--- src/hw/rtl/ffrd_pkg.sv ---
// Shared types and constants for the fixed frame resync decoder.
// No dependencies; every other file of the block imports this package.
`timescale 1ns / 1ps

package ffrd_pkg;

   localparam int FRAME_BYTES = 18;
   localparam int BODY_BYTES  = FRAME_BYTES - 2;
   localparam int FILL_W      = 5;

   typedef logic [7:0] octet_type;

   typedef enum logic {
      CSR_HEADER = 1'b0,
      CSR_FOOTER = 1'b1
   } csr_index_type;

   localparam octet_type HEADER_RESET = 8'hAA;
   localparam octet_type FOOTER_RESET = 8'h55;

   // Frame bytes 1 through 16; element 0 holds frame byte 1.
   typedef struct packed {
      logic [BODY_BYTES-1:0][7:0] body;
   } frame_type;

endpackage

--- src/hw/rtl/ffrd_front.sv ---
// Front end: byte window, fill count, header and footer registers, frame match.
// Depends on ffrd_pkg; pushes matched frames into ffrd_queue.
`timescale 1ns / 1ps

module ffrd_front import ffrd_pkg::*; (
   input  logic            clock,
   input  logic            reset,
   input  logic            csr_write_enable,
   input  logic            csr_index,
   input  logic [7:0]      csr_write_data,
   input  logic            req_valid,
   output logic            req_stall,
   input  logic [7:0]      req_rx_byte,
   input  logic            queue_full,
   output logic            push_valid,
   output frame_type       push_frame
);

   octet_type               header_ff, header_in;
   octet_type               footer_ff, footer_in;
   logic [FILL_W-1:0]       fill_ff, fill_in;
   octet_type               window_ff [FRAME_BYTES-1];
   logic                    accept;
   logic                    full;
   logic                    match;

   assign req_stall = queue_full;
   assign accept    = req_valid && !req_stall;
   assign full      = (fill_ff == FILL_W'(FRAME_BYTES - 1));
   assign match     = full && (window_ff[0] == header_ff) && (req_rx_byte == footer_ff);
   assign push_valid = accept && match;

   always_comb begin
      for (int k = 0; k < BODY_BYTES; k++) begin
         push_frame.body[k] = window_ff[k + 1];
      end
   end

   always_comb begin
      header_in = header_ff;
      footer_in = footer_ff;
      if (csr_write_enable) begin
         unique case (csr_index_type'(csr_index))
            CSR_HEADER: header_in = csr_write_data;
            CSR_FOOTER: footer_in = csr_write_data;
         endcase
      end
   end

   always_comb begin
      fill_in = fill_ff;
      if (accept) begin
         priority if (match) begin
            fill_in = '0;
         end else if (!full) begin
            fill_in = fill_ff + FILL_W'(1);
         end else begin
            fill_in = fill_ff;
         end
      end
   end

   always_ff @(posedge clock) begin
      if (reset) begin
         header_ff <= HEADER_RESET;
         footer_ff <= FOOTER_RESET;
         fill_ff   <= '0;
      end else begin
         header_ff <= header_in;
         footer_ff <= footer_in;
         fill_ff   <= fill_in;
      end
   end

   always_ff @(posedge clock) begin
      if (accept) begin
         for (int k = 0; k < FRAME_BYTES - 2; k++) begin
            window_ff[k] <= window_ff[k + 1];
         end
         window_ff[FRAME_BYTES - 2] <= req_rx_byte;
      end
   end

   a_fill_range: assert property (@(posedge clock) disable iff (reset)
      fill_ff <= FILL_W'(FRAME_BYTES - 1))
      else $error("fill count beyond window");

   a_push_needs_full: assert property (@(posedge clock) disable iff (reset)
      push_valid |-> (full && !queue_full))
      else $error("frame pushed without a full window or into a full queue");

   a_push_empties: assert property (@(posedge clock) disable iff (reset)
      push_valid |=> (fill_ff == '0))
      else $error("window not emptied after a frame");

   a_stall_holds_fill: assert property (@(posedge clock) disable iff (reset)
      !accept && !csr_write_enable |=> $stable(fill_ff))
      else $error("fill count moved without a beat");

endmodule

--- src/hw/rtl/ffrd_queue.sv ---
// Short frame queue between the front end and the output stage.
// Depends on ffrd_pkg for the frame type.
`timescale 1ns / 1ps

module ffrd_queue import ffrd_pkg::*; #(
   parameter int DEPTH = 2
) (
   input  logic       clock,
   input  logic       reset,
   input  logic       push_valid,
   input  frame_type  push_frame,
   output logic       full,
   output logic       pop_valid,
   input  logic       pop_ready,
   output frame_type  pop_frame
);

   localparam int PTR_W = (DEPTH > 1) ? $clog2(DEPTH) : 1;
   localparam int CNT_W = $clog2(DEPTH + 1);

   frame_type          entries_ff [DEPTH];
   logic [PTR_W-1:0]   wr_ptr_ff, wr_ptr_in;
   logic [PTR_W-1:0]   rd_ptr_ff, rd_ptr_in;
   logic [CNT_W-1:0]   count_ff, count_in;
   logic               do_push;
   logic               do_pop;

   assign full      = (count_ff == CNT_W'(DEPTH));
   assign pop_valid = (count_ff != '0);
   assign pop_frame = entries_ff[rd_ptr_ff];
   assign do_push   = push_valid && !full;
   assign do_pop    = pop_valid && pop_ready;

   always_comb begin
      wr_ptr_in = wr_ptr_ff;
      rd_ptr_in = rd_ptr_ff;
      count_in  = count_ff;
      if (do_push) begin
         wr_ptr_in = (wr_ptr_ff == PTR_W'(DEPTH - 1)) ? '0 : wr_ptr_ff + PTR_W'(1);
      end
      if (do_pop) begin
         rd_ptr_in = (rd_ptr_ff == PTR_W'(DEPTH - 1)) ? '0 : rd_ptr_ff + PTR_W'(1);
      end
      if (do_push && !do_pop) begin
         count_in = count_ff + CNT_W'(1);
      end else if (do_pop && !do_push) begin
         count_in = count_ff - CNT_W'(1);
      end
   end

   always_ff @(posedge clock) begin
      if (reset) begin
         wr_ptr_ff <= '0;
         rd_ptr_ff <= '0;
         count_ff  <= '0;
      end else begin
         wr_ptr_ff <= wr_ptr_in;
         rd_ptr_ff <= rd_ptr_in;
         count_ff  <= count_in;
      end
   end

   always_ff @(posedge clock) begin
      if (do_push) begin
         entries_ff[wr_ptr_ff] <= push_frame;
      end
   end

endmodule

--- src/hw/rtl/ffrd_back.sv ---
// Output stage: takes a frame from the queue, unpacks the fields and holds the beat.
// Depends on ffrd_pkg for the frame type.
`timescale 1ns / 1ps

module ffrd_back import ffrd_pkg::*; (
   input  logic                clock,
   input  logic                reset,
   input  logic                pop_valid,
   output logic                pop_ready,
   input  frame_type           pop_frame,
   output logic                rsp_valid,
   input  logic                rsp_stall,
   output logic [7:0]          rsp_key0,
   output logic [7:0]          rsp_key1,
   output logic [7:0]          rsp_key2,
   output logic [7:0]          rsp_key3,
   output logic signed [15:0]  rsp_left_x,
   output logic signed [15:0]  rsp_left_y,
   output logic signed [15:0]  rsp_right_x,
   output logic signed [15:0]  rsp_right_y,
   output logic signed [15:0]  rsp_dial_value,
   output logic [7:0]          rsp_switch_a,
   output logic [7:0]          rsp_switch_b
);

   logic        valid_ff, valid_in;
   logic        load;
   logic [15:0] left_y_raw;

   assign load       = pop_valid && (!valid_ff || !rsp_stall);
   assign pop_ready  = !valid_ff || !rsp_stall;
   assign rsp_valid  = valid_ff;
   assign left_y_raw = {pop_frame.body[6], pop_frame.body[7]};

   always_comb begin
      valid_in = valid_ff;
      if (load) begin
         valid_in = 1'b1;
      end else if (!rsp_stall) begin
         valid_in = 1'b0;
      end
   end

   always_ff @(posedge clock) begin
      if (reset) begin
         valid_ff <= 1'b0;
      end else begin
         valid_ff <= valid_in;
      end
   end

   always_ff @(posedge clock) begin
      if (load) begin
         rsp_key0       <= pop_frame.body[0];
         rsp_key1       <= pop_frame.body[1];
         rsp_key2       <= pop_frame.body[2];
         rsp_key3       <= pop_frame.body[3];
         rsp_left_x     <= {pop_frame.body[4], pop_frame.body[5]};
         rsp_left_y     <= 16'(16'h0000 - left_y_raw);
         rsp_right_x    <= {pop_frame.body[8], pop_frame.body[9]};
         rsp_right_y    <= {pop_frame.body[10], pop_frame.body[11]};
         rsp_dial_value <= {pop_frame.body[12], pop_frame.body[13]};
         rsp_switch_a   <= pop_frame.body[14];
         rsp_switch_b   <= pop_frame.body[15];
      end
   end

endmodule

--- src/hw/rtl/fixed_frame_resync_decoder_core.sv ---
// A frame's result beat is registered in the frame queue, then in the output stage register.
// Throughput: one byte per cycle while req_stall is low.
// The input stalls only when the frame queue is full.
// Reset is synchronous and active high: it empties the window and the queue, drops any
// pending result and restores the header to 0xAA and the footer to 0x55.
`timescale 1ns / 1ps

module fixed_frame_resync_decoder_core import ffrd_pkg::*; #(
   parameter int QUEUE_DEPTH = 2
) (
   input  logic                clock,
   input  logic                reset,
   input  logic                csr_write_enable,
   input  logic                csr_index,
   input  logic [7:0]          csr_write_data,
   input  logic                req_valid,
   output logic                req_stall,
   input  logic [7:0]          req_rx_byte,
   output logic                rsp_valid,
   input  logic                rsp_stall,
   output logic [7:0]          rsp_key0,
   output logic [7:0]          rsp_key1,
   output logic [7:0]          rsp_key2,
   output logic [7:0]          rsp_key3,
   output logic signed [15:0]  rsp_left_x,
   output logic signed [15:0]  rsp_left_y,
   output logic signed [15:0]  rsp_right_x,
   output logic signed [15:0]  rsp_right_y,
   output logic signed [15:0]  rsp_dial_value,
   output logic [7:0]          rsp_switch_a,
   output logic [7:0]          rsp_switch_b
);

   logic      queue_full;
   logic      push_valid;
   frame_type push_frame;
   logic      pop_valid;
   logic      pop_ready;
   frame_type pop_frame;

   ffrd_front u_front (
      .clock            (clock),
      .reset            (reset),
      .csr_write_enable (csr_write_enable),
      .csr_index        (csr_index),
      .csr_write_data   (csr_write_data),
      .req_valid        (req_valid),
      .req_stall        (req_stall),
      .req_rx_byte      (req_rx_byte),
      .queue_full       (queue_full),
      .push_valid       (push_valid),
      .push_frame       (push_frame)
   );

   ffrd_queue #(
      .DEPTH (QUEUE_DEPTH)
   ) u_queue (
      .clock      (clock),
      .reset      (reset),
      .push_valid (push_valid),
      .push_frame (push_frame),
      .full       (queue_full),
      .pop_valid  (pop_valid),
      .pop_ready  (pop_ready),
      .pop_frame  (pop_frame)
   );

   ffrd_back u_back (
      .clock          (clock),
      .reset          (reset),
      .pop_valid      (pop_valid),
      .pop_ready      (pop_ready),
      .pop_frame      (pop_frame),
      .rsp_valid      (rsp_valid),
      .rsp_stall      (rsp_stall),
      .rsp_key0       (rsp_key0),
      .rsp_key1       (rsp_key1),
      .rsp_key2       (rsp_key2),
      .rsp_key3       (rsp_key3),
      .rsp_left_x     (rsp_left_x),
      .rsp_left_y     (rsp_left_y),
      .rsp_right_x    (rsp_right_x),
      .rsp_right_y    (rsp_right_y),
      .rsp_dial_value (rsp_dial_value),
      .rsp_switch_a   (rsp_switch_a),
      .rsp_switch_b   (rsp_switch_b)
   );

endmodule

--- config.mk ---
export PLATFORM = sky130hd
export DESIGN_NAME = fixed_frame_resync_decoder_core
export DESIGN_NICKNAME = d
export VERILOG_FILES = /design/src/hw/rtl/ffrd_pkg.sv /design/src/hw/rtl/ffrd_front.sv /design/src/hw/rtl/ffrd_queue.sv /design/src/hw/rtl/ffrd_back.sv /design/src/hw/rtl/fixed_frame_resync_decoder_core.sv
export SDC_FILE = /design/constraint.sdc
export NUM_CORES = 1
export LEC_CHECK = 0
export ABC_CLOCK_PERIOD_IN_PS = 17100
export BUFFER_PORTS_ARGS = -buffer_cell sky130_fd_sc_hd__buf_2
export CAP_MARGIN = 20
export CORE_MARGIN = 1
export CORE_UTILIZATION = 50
export DETAILED_ROUTE_END_ITERATION = 8
export GPL_TIMING_DRIVEN = 0
export PLACE_DENSITY = 0.68
export SETUP_SLACK_MARGIN = 0.05
export SLEW_MARGIN = 20
export SYNTH_ARGS = -nofsm -noshare
export SYNTH_HDL_FRONTEND = slang
export SYNTH_SLANG_ARGS = --single-unit
--- constraint.sdc ---
create_clock -name clock -period 17.1 [get_ports clock]
set_input_delay 2.565 -clock clock [delete_from_list [all_inputs] [get_ports clock]]
set_output_delay 2.565 -clock clock [all_outputs]
set_load 0.02 [all_outputs]
==> results of run 1 <==
==> area by class of cell <==
| type | instances | area [um2] |
|---|---|---|
| buffer | 22 | 125 |
| clock inverter | 35 | 408 |
| fill | 2632 | 14600 |
| sequential | 547 | 16200 |
| tap | 504 | 631 |
| multi-input combinational | 285 | 2580 |
| timing repair buffer | 156 | 938 |
| clock buffer | 64 | 1410 |
| inverter | 4 | 30.0 |
==> state kept, by name, indices dropped and copies added (netlist names), 16 cells and up, named ones only <==
register and cells:
u_back.rsp_dial_value 16, u_back.rsp_left_x 16, u_front.window_ff 136, u_back.rsp_left_y 16
u_back.rsp_right_x 16, u_queue.entries_ff 256, u_back.rsp_right_y 16
==> routing by layer <==
metal / wire, um / vias up / track usage, %
met5: 0 / - / 0
met2: 14800 / 200 / 26.1
met3: 1480 / 55 / 3.73
met4: 797 / 0 / 6.45
met1: 14500 / 4120 / 23.0
li1: - / 3799 / -
==> how the worst max path moves through the flow <==
stage               slack, ns                        end  cells after the start
floorplan                7.03   u_queue.entries_ff[1][0]                      4
global placement         2.41  u_queue.entries_ff[1][65]                      5
detailed placement      11.70  u_queue.entries_ff[1][65]                      8
CTS                     12.35  u_queue.entries_ff[1][66]                      8
global route            12.10  u_queue.entries_ff[1][66]                      8
finish                  12.35  u_queue.entries_ff[1][66]                      8
==> power breakdown <==
| group | internal [uW] | switching (uW) | total (uW) |
|---|---|---|---|
| combinational | 8.27 | 15.0 | 23.3 |
| clock | 724 | 481 | 1210 |
| sequential | 1490 | 17.0 | 1500 |
==> critical path: stages <==
cell     delay, ns
buf_2         0.08
and2b_4       0.43
buf_16        0.31
nand4_1       0.23
nor2_1        0.41
and2_4        0.45
buf_16        0.27
buf_12        0.24
==> per-stage QoR <==
stage                     total power [uW]  util (%)
after floorplan                       1540         -
after global placement                1550      54.9
after detailed placement              1550      55.5
after CTS                             2760      60.4
after global routing                  2810      60.4
final                                 2730      60.4
==> logic make-up after synthesis <==
family | Yosys count | synth area share (%)
AOI/OAI and AO/OA | 34 | 1.49
xor gates and xnor gates | 34 | 1.58
adders and majority gates | 4 | 0.265
buffers and inverters | 26 | 0.743
DFF | 547 | 85.6
muxes | 132 | 7.82
and+or+nand+nor | 81 | 2.49
==> cells in the final DEF (no fill, tap or decap), types with 4 or more instances in the layout <==
| cell type | count |
|---|---|
| a21oi_1 | 9 |
| ha_1 | 4 |
| nor2b_1 | 6 |
| edfxtp_1 | 520 |
| clkbuf_1 | 14 |
| nor3_1 | 7 |
| nand2b_1 | 8 |
| dfxtp_1 | 27 |
| mux2i_1 | 18 |
| nor2_1 | 17 |
| and3_1 | 4 |
| clkbuf_16 | 55 |
| a211o_1 | 8 |
| xnor2_1 | 9 |
| o21ai_0 | 7 |
| bufinv_16 | 9 |
| xor2_1 | 25 |
| nand3_1 | 7 |
| nand2_1 | 9 |
| buf_2 | 163 |
| clkinv_1 | 12 |
| buf_16 | 5 |
| buf_12 | 4 |
| or3_1 | 5 |
| clkinv_2 | 8 |
| mux2_2 | 113 |
==> flow_metrics.py, run 1 <==
metrics = {
    "die": {
        "die_h_um": 196,
        "die_w_um": 196,
        "io_pins": 152,
        "initial_core_util_pct": 51.2,
        "rows": 70,
        "core_area_mm2": 0.0369,
        "die_area_mm2": 0.0385,
    },
    "logic_synthesis": {
        "ys_types": 41,
        "synth_most_common_cell": "edfxtp_1",
        "ys_dominant_reg_cell": "edfxtp_1",
        "synth_edf_count": 520,
        "syn_inst": 858,
        "seq_area_frac_synth_pct": 85.6,
        "synth_area_leaders": "edfxtp_1 (83%), mux2_2 (6.7%), dfxtp_1 (2.9%), xor2_1 (1.2%), mux2i_1 (0.95%)",
        "syn-cell-area_mm2": 0.0189,
        "syn_nets": 884,
        "yosysTopAreaCellShare_pct": 82.8,
        "yosys-top-cells-count": "edfxtp_1 (520), mux2_2 (113), dfxtp_1 (27), xor2_1 (25), mux2i_1 (18)",
        "yosys_register_bits": 547,
        "async_flop_share_pct": 0,
        "yosysTopAreaCell": "edfxtp_1",
        "syn_avg_cell_area_um2": 22.0,
        "synth_warnings": 0,
    },
    "min_path": {
        "min_from": "u_front.window_ff[0][55]",
        "hold_path.class": "flop to flop",
        "min_to": "u_front.window_ff[0][47]",
        "min_delay_path_depth": 0,
    },
    "timing": {
        "finalSetupViolCount": 0,
        "fin_skew_ns": 0.0196,
        "whs_ns": 0.465,
        "setup_slack_ns": 12.35,
        "fin_crit_sh_pct": 27.8,
        "fin_crit_ns": 4.75,
        "hold_viol": 0,
        "slew_viol_final": 0,
        "grt_setup_unrepaired": "false",
        "tns_ns": 0,
        "slew-limit-headroom_pct": 52.9,
        "worst_slew_pin_slew_ns": 0.699,
        "fmax_ghz": 0.211,
    },
    "routing": {
        "drt-total-wl_um": 31600,
        "vias": 8174,
        "drt.antenna.violating_nets": 0,
        "routedWlPerCell_um": 19.5,
        "drc": 0,
        "first_pass_iters": 4,
        "drt_first_iter_violations": 506,
        "vias_per_cell": 5.06,
    },
    "final_layout": {
        "final_cell_area_mm2": 0.0223,
        "antenna_cells": 0,
        "finalNonFillerCells": 1617,
        "layout.nets": 1095,
        "area_delta_synth_final_pct": 18.1,
        "drive_gt1_share_pct": 34.0,
    },
    "clock_network": {
        "clk_path_buf_depth": 3,
        "holdBufCountCts": 0,
        "cts.sinks": 547,
        "post-cts-setup-buffer-count": 0,
        "cts_max_level": 2,
        "numCtsBuffers": 53,
        "clk_pin_slew_worst_paths_ns": 0.06,
        "cts_tree": "built",
        "clock-root-buffer": "clkbuf_16",
        "clkLatencyLatePin_ns": 0.60,
        "cts_resized": 0,
    },
    "place": {
        "portBuffers": 148,
        "dp_slack_ns": 11.70,
        "place_area_mm2": 0.0205,
        "dp_cells": 1518,
        "dp_hpwl_um": 18800,
        "place_congestion": 0.808,
    },
    "global_route": {
        "antenna_found_initial": 0,
        "track_usage_pct": 16.7,
        "grt_max_degree": 82,
        "grt_first_pass_wirelength_um": 47400,
        "grt_pass1_vias": 8110,
        "grt_overflow": 0,
    },
    "worst_setup_path": {
        "end_kind": "flop",
        "crit_type": "input port to flop",
        "regToRegEndpoint": "u_queue.entries_ff[1][66]",
        "cp-start-kind": "input port",
        "crit_path_start": "req_valid",
        "critPathRequiredTime_ns": 17.38,
        "ff2ff_setup_slack_ns": 13.78,
        "worstPathMaxFanout": 43,
        "rr_startpoint": "u_queue.count_ff[0]",
        "rr_worst_depth": 8,
        "arrival_ns": 5.03,
    },
    "outcome": {
        "status": "finished clean",
    },
    "power": {
        "leakagePower_uw": 0.00751,
        "p_per_area_mw_per_mm2": 123,
        "ir_worst_vdd_uv": 74.0,
    },
    "run": {
        "maxCapViolations": 0,
    },
}
(Power assumes the default switching activity.)
==> run 2, diff against run 1 <==
ABC_CLOCK_PERIOD_IN_PS = 4660   (was 17100)
clock period = 4.66 ns   (was 17.1 ns; I/O delays follow)
==> flow_metrics.py, run 2 (same netlist as run 1, synthesis figures left out) <==
metrics = {
    "final_layout": {
        "layout_common_cells": "edfxtp_1 (520), buf_2 (163), mux2_2 (113)",
        "nFillCells": 2643,
        "drive_gt1_share_pct": 34.1,
        "layout.nets": 1099,
        "register_area_mm2": 0.0162,
        "largest_reg_flops": 256,
        "multi_input_area_mm2": 0.00258,
        "finalNonFillerCells": 1622,
        "layout_commonest_cell": "edfxtp_1",
        "area_delta_synth_final_pct": 17.7,
        "top_register": "u_queue.entries_ff",
        "reg_top3": "u_queue.entries_ff x256, u_front.window_ff x136",
    },
    "worst_setup_path": {
        "critPathRequiredTime_ns": 4.97,
        "cp-start-kind": "flop",
        "worstPathMaxFanout": 10,
        "arrival_ns": 3.54,
        "crit_type": "flop to flop",
        "end_kind": "flop",
    },
    "die": {
        "die_h_um": 196,
        "initial_core_util_pct": 51.2,
        "die_area_mm2": 0.0385,
        "core_area_mm2": 0.0369,
        "rows": 70,
        "die_w_um": 196,
        "io_pins": 152,
    },
    "power": {
        "p_comb_share_pct": 0.9,
        "leakagePower_uw": 0.00745,
        "p_per_area_mw_per_mm2": 436,
        "p_clk_share_pct": 42.2,
        "p_int_uw": 7820,
        "swShare_pct": 19.3,
        "p_sw_uw": 1870,
        "p_seq_share_pct": 56.9,
        "ir_worst_vdd_uv": 300,
        "total_power_uw": 9690,
    },
    "run": {
        "maxCapViolations": 0,
    },
    "routing": {
        "drt-total-wl_um": 31700,
        "first_pass_iters": 5,
        "vias_per_cell": 5.10,
        "vias": 8275,
        "drt_first_iter_violations": 622,
        "drc": 0,
        "routedWlPerCell_um": 19.5,
        "drt.antenna.violating_nets": 0,
    },
    "clock_network": {
        "clk_pin_slew_worst_paths_ns": 0.07,
        "numCtsBuffers": 53,
        "holdBufCountCts": 0,
        "cts.sinks": 547,
        "cts_resized": 0,
        "cts_tree": "built",
        "clock-root-buffer": "clkbuf_16",
        "clkLatencyLatePin_ns": 0.59,
        "clk_path_buf_depth": 3,
        "post-cts-setup-buffer-count": 0,
        "cts_max_level": 2,
    },
    "global_route": {
        "antenna_found_initial": 0,
        "grt_max_degree": 71,
        "grt_overflow": 0,
        "grt_pass1_vias": 8216,
        "track_usage_pct": 16.7,
        "grt_first_pass_wirelength_um": 47700,
    },
    "timing": {
        "fmax_ghz": 0.309,
        "worst_slew_pin_slew_ns": 0.686,
        "setup_slack_ns": 1.43,
        "finalSetupViolCount": 0,
        "fin_crit_ns": 3.23,
        "fin_crit_sh_pct": 69.4,
        "whs_ns": 0.323,
        "fin_skew_ns": 0.0143,
        "slew_viol_final": 0,
        "grt_setup_unrepaired": "false",
        "slew-limit-headroom_pct": 53.8,
        "tns_ns": 0,
        "hold_viol": 0,
    },
    "place": {
        "dp_hpwl_um": 19100,
        "place_congestion": 0.800,
        "portBuffers": 148,
        "dp_slack_ns": 1.34,
        "dp_cells": 1522,
    },
    "outcome": {
        "status": "finished clean",
    },
    "min_path": {
        "hold_path.class": "input port to flop",
    },
}
## run 2: cell types whose count changed in the layout (fill, tap and decap cells not counted)
| cell | delta |
|---|---|
| bufinv_16 | -6 |
| inv_8 | -2 |
| clkinv_4 | +5 |
| buf_12 | +5 |
| inv_6 | +2 |
| buf_16 | -1 |
| clkinvlp_4 | +3 |
| diode_2 | +4 |
| clkinv_1 | -4 |
| clkbuf_1 | +3 |
| clkinv_2 | -4 |
## run 2: power groups by stage
stage | logic [uW] | registers [uW] | clock network, uW
finish | 84.9 | 5520 | 4090
global route | 94.0 | 5520 | 4390
CTS | 86.2 | 5520 | 4200
detailed placement | 85.7 | 5620 | 0
global placement | 78.3 | 5620 | 0
floorplan | 49.4 | 5590 | 0
## run 2: cell type report
cell class	instances	share of cell area, %
well taps	504	2.84
clock inverters	29	1.16
inverters	4	0.118
multi-input cells	285	11.6
repair buffers	160	4.55
clock buffers	67	6.40
diodes	4	0.0451
plain buffers	22	0.563
flip-flops and latches	547	72.7
## run 2: metal layers
layer	part of all wire, %	vias up	global-route usage (%)	routed length [um]
li1	-	3826	-	-
met1	46	4213	23.6	14500
met2	47	189	25.9	14900
met3	5.1	47	4.23	1630
met4	1.8	0	4.83	585
met5	0	-	0	0
## run 2: per-stage QoR
step / instance area [um2] / utilization [%]
finish: 22200 / 60.3
global route: 22200 / 60.2
CTS: 22200 / 60.2
detailed placement: 20500 / 55.7
global placement: 20200 / 54.9
floorplan: 18900 / -
## run 2: final timing paths
path / start / end / slack (ns) / depth (start not counted)
max: flop / u_back.rsp_left_y[8] / 1.43 / 11
min: req_rx_byte[3] / u_front.window_ff[0][131] / 0.32 / 1
max reg2reg: flop / u_back.rsp_left_y[8] / 1.43 / 11
min reg2reg: u_front.window_ff[0][135] / u_front.window_ff[0][127] / 0.47 / 0
## run 2: critical path, stage by stage (launching register included)
cell and delay, ns:
dfxtp_1 0.33, buf_6 0.15, buf_12 0.15, buf_2 0.25, buf_2 0.35, buf_2 0.40
mux2i_1 0.24, ha_1 0.23, o211ai_1 0.21, or3_1 0.38, xnor2_1 0.14, mux2i_1 0.11
==> run 3, diff against run 2 <==
ABC_AREA = 1   (was not set)
ABC_CLOCK_PERIOD_IN_PS = 3400   (was 4660)
clock period = 3.4 ns   (was 4.66 ns; I/O delays follow)
==> flow_metrics.py, run 3 <==
metrics = {
    "routing": {
        "first_pass_iters": 5,
        "vias_per_cell": 4.89,
        "drc": 0,
        "drt.antenna.violating_nets": 0,
        "vias": 9678,
        "routedWlPerCell_um": 17.2,
        "drt-total-wl_um": 33900,
        "drt_first_iter_violations": 645,
    },
    "logic_synthesis": {
        "ys_types": 36,
        "syn_inst": 1199,
        "yosys-top-cells-count": "edfxtp_1 (520), nand2_1 (409), inv_1 (46), nor2_1 (37), dfxtp_1 (27)",
        "yosysTopAreaCellShare_pct": 82.0,
        "syn_nets": 1225,
        "synth_warnings": 0,
        "synth_most_common_cell": "edfxtp_1",
        "ys_dominant_reg_cell": "edfxtp_1",
        "synth_area_leaders": "edfxtp_1 (82%), nand2_1 (8.1%), dfxtp_1 (2.8%), inv_1 (0.91%), xnor2_1 (0.74%)",
        "syn_avg_cell_area_um2": 15.9,
        "async_flop_share_pct": 0,
        "yosys_register_bits": 547,
        "seq_area_frac_synth_pct": 84.8,
        "syn-cell-area_mm2": 0.0190,
        "synth_edf_count": 520,
        "yosysTopAreaCell": "edfxtp_1",
    },
    "timing": {
        "slew-limit-headroom_pct": 53.0,
        "finalSetupViolCount": 0,
        "grt_setup_unrepaired": "false",
        "worst_slew_pin_slew_ns": 0.698,
        "whs_ns": 0.122,
        "fmax_ghz": 0.343,
        "slew_viol_final": 0,
        "hold_viol": 0,
        "fin_crit_ns": 2.92,
        "fin_skew_ns": 0.0146,
        "fin_crit_sh_pct": 85.8,
    },
    "die": {
        "io_pins": 152,
        "die_area_mm2": 0.0389,
        "core_area_mm2": 0.0376,
        "initial_core_util_pct": 50.7,
        "rows": 71,
        "die_w_um": 197,
        "die_h_um": 197,
    },
    "power": {
        "p_int_uw": 13800,
        "p_sw_uw": 6100,
        "ir_worst_vdd_uv": 583,
        "swShare_pct": 30.7,
        "p_per_area_mw_per_mm2": 877,
        "p_seq_share_pct": 49.7,
        "p_comb_share_pct": 21.6,
        "p_clk_share_pct": 28.7,
        "leakagePower_uw": 0.00847,
    },
    "final_layout": {
        "largest_reg_flops": 256,
        "layout_commonest_cell": "edfxtp_1",
        "top_register": "u_queue.entries_ff",
        "layout_common_cells": "edfxtp_1 (520), nand2_1 (409), buf_2 (156)",
        "reg_top3": "u_queue.entries_ff x256, u_front.window_ff x136",
        "drive_gt1_share_pct": 19.8,
        "area_delta_synth_final_pct": 19.0,
        "utilization_pct": 60.3,
        "layout.nets": 1450,
        "antenna_cells": 0,
    },
    "worst_setup_path": {
        "cp-start-kind": "flop",
        "arrival_ns": 3.20,
        "crit_type": "flop to flop",
        "crit_path_start": "u_queue.count_ff[1]",
        "cp_common_cell": "buf_16",
        "end_kind": "flop",
        "crit_chain": "inv_1 > o21ai_4 > clkinvlp_4 > nand4_1 > nor2_4 > buf_16 > buf_16 > buf_12",
        "path_depth": 8,
        "path_delay_family": "buffers and inverters",
        "rr_worst_depth": 8,
        "slowest_delay_ns": 0.57,
        "cp-endpoint": "u_queue.entries_ff[1][60]",
        "cpMaxStageDelayCell": "nor2_4",
        "critPathRequiredTime_ns": 3.68,
        "regToRegEndpoint": "u_queue.entries_ff[1][60]",
        "ff2ff_setup_slack_ns": 0.48,
        "worstPathMaxFanout": 25,
        "critical_path_buf_inv_count": 5,
        "rr_startpoint": "u_queue.count_ff[1]",
    },
    "global_route": {
        "track_usage_pct": 17.8,
        "grt_max_degree": 40,
        "antenna_found_initial": 0,
        "grt_pass1_vias": 9460,
        "grt_overflow": 0,
        "grt_first_pass_wirelength_um": 51700,
    },
    "clock_network": {
        "cts_resized": 0,
        "cts.sinks": 547,
        "clk_path_buf_depth": 3,
        "clock-root-buffer": "clkbuf_16",
        "cts_max_level": 2,
        "numCtsBuffers": 52,
        "cts_tree": "built",
        "post-cts-setup-buffer-count": 0,
        "clk_pin_slew_worst_paths_ns": 0.07,
        "holdBufCountCts": 0,
        "clkLatencyLatePin_ns": 0.59,
    },
    "run": {
        "maxCapViolations": 0,
    },
    "outcome": {
        "status": "finished clean",
    },
    "place": {
        "place_congestion": 0.777,
        "portBuffers": 151,
        "dp_hpwl_um": 21800,
    },
    "min_path": {
        "hold_path.class": "input port to flop",
    },
}
## run 3: metrics by stage
step                power [uW]  worst slack, ns  instance area [um2]  instances  TNS [ns]
finish                   19900            0.484                22700       1978         0
global route             20800            0.298                22700       1978         0
CTS                      20100            0.463                22700       1978         0
detailed placement       14400            0.317                20900       1881         0
global placement         14000            -4.04                20500       1861  -1324.47
floorplan                12600            -1.66                19100       1199   -426.85
## run 3: power groups by stage
stage | Sequential [uW] | Combinational, uW | Clock (uW)
finish | 9870 | 4290 | 5710
global route | 10000 | 4690 | 6080
floorplan | 10900 | 1640 | 0
CTS | 9900 | 4380 | 5850
detailed placement | 10000 | 4360 | 0
global placement | 10100 | 3910 | 0
## run 3: worst min-delay path by stage
stage                       from                   endpoint  slack, ns  cells past startpoint
4_1_cts           req_rx_byte[7]  u_front.window_ff[0][135]       0.08                      1
3_3_place_gp   u_queue.rd_ptr_ff          u_queue.rd_ptr_ff       0.44                      1
6_report          req_rx_byte[7]  u_front.window_ff[0][135]       0.12                      1
3_5_place_dp   u_queue.rd_ptr_ff          u_queue.rd_ptr_ff       0.45                      1
5_1_grt           req_rx_byte[7]  u_front.window_ff[0][135]        0.1                      1
2_1_floorplan  u_queue.rd_ptr_ff                       flop       0.43                      1
## run 3: cell families (layout without fill, tap and decap cells)
logic type / after synthesis / count (layout) / share of synthesized area, %
compound gates: 50 / 50 / 1.49
xor+xnor: 28 / 28 / 1.29
fa+ha+maj: 4 / 4 / 0.263
buf+inv: 80 / 348 / 1.73
flops: 547 / 547 / 84.8
mux: 2 / 2 / 0.105
simple gates: 488 / 488 / 10.3
## run 3: cell type report
class	instances	area, um2
fillers	2735	14900
repair buffers	171	1220
flip-flops and latches	547	16200
inverters	51	199
multi-input cells	572	2600
clock buffers	59	1350
clock inverters	38	363
well taps	511	639
plain buffers	29	138
## run 3: worst reg2reg max path: cells and delay by family (launching register included)
| kind | cells | cell delay [ns] |
|---|---|---|
| buffers and inverters | 5 | 1.15 |
| and+or+nand+nor | 2 | 1.05 |
| DFF | 1 | 0.31 |
| AOI/OAI and AO/OA | 1 | 0.09 |
## run 3: routing by layer
metal	part of all wire, %	global-route usage (%)
met1	44	23.7
met2	48	28.9
met3	4.9	3.50
met4	3.1	7.67
met5	0	0
